**config.mk**
```make
export PLATFORM = sky130hd
export DESIGN_NAME = isort_cell
export DESIGN_NICKNAME = d
export VERILOG_FILES = /design/src/rtl/isort_pkg.sv /design/src/rtl/isort_cell.sv
export SDC_FILE = /design/constraint.sdc
export NUM_CORES = 1
export LEC_CHECK = 0
export BUFFER_PORTS_ARGS = -buffer_cell sky130_fd_sc_hd__buf_2
export CORE_UTILIZATION = 46
export DETAILED_ROUTE_END_ITERATION = 8
export MAX_ROUTING_LAYER = met4
export PLACE_DENSITY_LB_ADDON = 0.12
export SLEW_MARGIN = 30
export SYNTH_ARGS = -nofsm -noshare
export SYNTH_HDL_FRONTEND = slang
export SYNTH_SLANG_ARGS = --single-unit
```
**constraint.sdc**
```tcl
create_clock -name clk -period 4.3 [get_ports clk]
set_clock_uncertainty 0.1 [all_clocks]
set_input_delay 1.075 -clock clk [delete_from_list [all_inputs] [get_ports clk]]
set_output_delay 1.075 -clock clk [all_outputs]
set_load 0.05 [all_outputs]
```
**src/rtl/isort_pkg.sv**
```systemverilog
// Shared types and constants for the insertion sorter cell row.
`timescale 1ns / 1ps

package isort_pkg;

	localparam int DATA_W = 32;

	typedef logic signed [DATA_W-1:0] data_t;

	// Command broadcast to every cell of the row.
	typedef struct packed {
		logic  ins;   // insert value into the row
		logic  shd;   // shift the row down by one place (drain)
		data_t value; // value being inserted
	} cell_ctrl_t;

	// What a cell shows to its neighbours.
	typedef struct packed {
		logic  valid;
		logic  gt;    // held value is strictly greater than the inserted one
		data_t value;
	} cell_stat_t;

endpackage

```
**src/rtl/isort_cell.sv**
```systemverilog
// One cell of the sorting row: holds a single value and its valid bit.
`timescale 1ns / 1ps

module isort_cell
	import isort_pkg::*;
(
	input  logic       clk,
	input  logic       arst_n,
	input  cell_ctrl_t ctrl,
	input  cell_stat_t left,
	input  cell_stat_t right,
	output cell_stat_t stat
);

	data_t val_q;
	logic  valid_q;
	logic  gt;
	logic  take;

	assign gt   = valid_q && (val_q > ctrl.value);
	// Take a value when ours moves up, or when this is the first empty slot.
	assign take = gt || (!valid_q && left.valid);

	always_ff @(posedge clk or negedge arst_n) begin
		if (!arst_n) begin
			valid_q <= 1'b0;
		end else if (ctrl.ins && take) begin
			valid_q <= 1'b1;
		end else if (ctrl.shd) begin
			valid_q <= right.valid;
		end
	end

	always_ff @(posedge clk) begin
		if (ctrl.ins && take) begin
			val_q <= left.gt ? left.value : ctrl.value;
		end else if (ctrl.shd) begin
			val_q <= right.value;
		end
	end

	assign stat.valid = valid_q;
	assign stat.gt    = gt;
	assign stat.value = val_q;

endmodule

```
==> qor.yml <==
multi_input_area_um2: 1520
yosysMostFrequentCell: "nand2_1"
post-route-period-util: 0.953
final-hold-violation-count: 0
synth_common_cells: "nand2_1 (38), o21ai_0 (36), inv_1 (35)"
drc: 0
maxCapViolCount: 0
regArea_um2: 986
drtIter0Drc: 124
clockBufferDepth: 2
nNetsFinal: 535
hold_path_class: "input pin to asynchronous set/reset pin"
portBuffers: 136
synthArstFlopShare: 0.0303
core_area_um2: 5570
grt_max_degree: 64
cp.required_ns: 3.12
synth_cell_types: 33
wl_met2_mm: 2.99
arrival_ns: 2.92
clk_latency_ns: 0.28
netlist_top_cells_area: "edfxtp_1 (36%), mux2_4 (16%), ha_1 (15%)"
syn_nets: 402
setup_tns_ns: 0
p_seq_frac: 0.320
wl_met3_um: 411
synth-seq-cells: 33
power_frac_comb: 0.533
finalWeightedCongestion: 0.818
totalWireLength_mm: 6.04
fin_hold_ws_ns: 0.451
cp_top_family: "compound AO/OA/AOI/OAI gates"
dp_cells: 464
internal-power_uw: 870
crit_buf_inv: 3
clock-sinks: 33
yosys_warnings: 0
switching_power_uw: 670
cpMaxStageDelayCell: "ha_1"
cts_buffers: 5
drtPass1Iterations: 4
crit_fanout: 3
antenna_found_initial: 0
p_sw_frac: 0.435
grt_pass1_vias: 2297
yosysSeqAreaShare: 0.364
synth.avg_cell_area_um2: 10.2
cts_tree: "built"
period_needed_ns: 4.10
area_growth_pct: 29.6
status: "complete, no violations"
cts-root-buf: "clkbuf_8"
synth-edff-count: 32
track_usage: 0.211
io_pins: 138
synth_top_area_share: 0.355
die_height_um: 78.7
via_per_inst: 5.00
p_leak_nw: 1.82
crit_chain: "buf_2, inv_1, ha_1, a21oi_1, o21ai_0, a221oi_1, o211ai_1, a21oi_1, xor2_1, and2_2, clkbuf_4"
synthFlopType: "edfxtp_1"
total_power_mw: 1.54
crit_top_cell: "a21oi_1"
p_per_area_nw_per_um2: 439
grt_pass1_wl_mm: 9.75
m1WireLength_mm: 2.55
p_clk_frac: 0.147
clk_pin_slew_worst_paths_ns: 0.07
worst_slack_ns: 0.201
ir_drop_uv: 222
slew_headroom: 0.465
yosysTopAreaCell: "edfxtp_1"
vias: 2361
slew_violations: 0
htreeDepth: 2
dpl.hpwl_mm: 4.60
fmax_mhz: 244
layoutNonFillerInstCount: 472
antenna_cells: 0
setup_viol: 0
highest_layer: "met4"
syn_area_um2: 2710
netlist_instances: 266
grt_overflow: 0
worstSetupPathType: "input pin to primary output"
row_count: 27
die_area_um2: 6190
cpPeakStageDelay_ns: 0.32
fillers: 488
end_kind: "primary output"
pre_cts_ws_ns: 0.103
die_x_um: 78.7
wl_per_cell_um: 12.8
drive_gt1_frac: 0.463
ant_nets: 0
rsz0062_at_grt: "false"
worst_slew_pin_slew_ns: 0.803
cp-start-kind: "input pin"
start_util: 0.486
cts_hold_buf: 0
==> final timing paths <==
kind	start	to	slack [ns]	cells after the start
min reg2reg	valid_q	valid_q	0.53	3
max reg2reg	val_q[14]	val_q[1]	1.26	8
max	ctrl[7]	stat[32]	0.20	11
min in group clk	valid_q	valid_q	0.53	3
min	arst_n	valid_q	0.45	1
max in group asynchronous	arst_n	valid_q	3.57	1
==> sequential cells by signal, indices dropped and copies added, names as in the netlist <==
name,flops
val_q,32
valid_q,1
==> power by group through the flow <==
stage                     logic (mW)  registers (mW)  clock network, mW
after detailed placement       0.819           0.501                  0
after floorplan                0.400           0.744                  0
after global placement         0.812           0.497                  0
after global routing           0.893           0.502              0.246
after CTS                      0.823           0.494              0.232
final                          0.821           0.494              0.226
==> routing by layer <==
layer	global-route usage	up-vias
li1	-	1217
met1	0.228	1053
met2	0.377	81
met3	0.0529	10
met4	0.0667	0
met5	-	-
==> cells in the final DEF (no fill, tap or decap) <==
cell type and instances:
inv_1 35, a32oi_1 1, a21oi_1 16, o211ai_1 2, nor2_1 1, and3_2 1
mux2_4 28, o21ai_0 35, a221oi_1 1, nor2b_1 1, buf_2 134, mux2_2 5
nand4_1 6, nand2_1 38, clkbuf_4 1, or2_2 2, and4_1 1, and2b_2 1
and4bb_4 1, a211o_1 1, clkbuf_8 5, o2111a_1 1, buf_4 3, nor4_1 1
nand2_2 1, ha_1 32, xor2_1 1, o21ai_1 1, edfxtp_1 32, a2111o_1 1
nand3_1 3, a221oi_2 1, dfrtp_1 1, clkbuf_1 3, and2_2 1, and4_2 1
a31oi_1 1
==> kinds of logic (layout without fill, tap and decap cells) <==
kind of cell | count (synthesis) | after routing | share of synthesized area
adder cells (fa/ha/maj) | 32 | 32 | 0.148
AO/OA/AOI/OAI | 61 | 61 | 0.125
buffers and inverters | 47 | 181 | 0.0763
XOR/XNOR | 1 | 1 | 0.00324
AND/OR/NAND/NOR | 59 | 59 | 0.107
flip-flops | 33 | 33 | 0.364
multiplexers | 33 | 33 | 0.176
==> cell type report <==
cell class | count | share of cell area
well taps | 72 | 0.0257
repair buffers | 138 | 0.200
flip-flops and latches | 33 | 0.281
inverters | 35 | 0.0374
multi-input cells | 186 | 0.433
clock buffers | 8 | 0.0228
==> metrics by stage <==
| stage | instance area [um2] | utilization |
|---|---|---|
| 5_1_grt | 3510 | 0.629 |
| 3_5_place_dp | 3420 | 0.613 |
| 2_1_floorplan | 2710 | - |
| 3_3_place_gp | 3420 | 0.613 |
| 4_1_cts | 3500 | 0.627 |
| 6_report | 3510 | 0.629 |
==> timing repair <==
action	CTS	global route
gates resized for setup	0	3
setup buffers	0	0
hold endpoints to repair	0	0
setup endpoints to repair	0	1
Power figures use the tool's default switching activity.
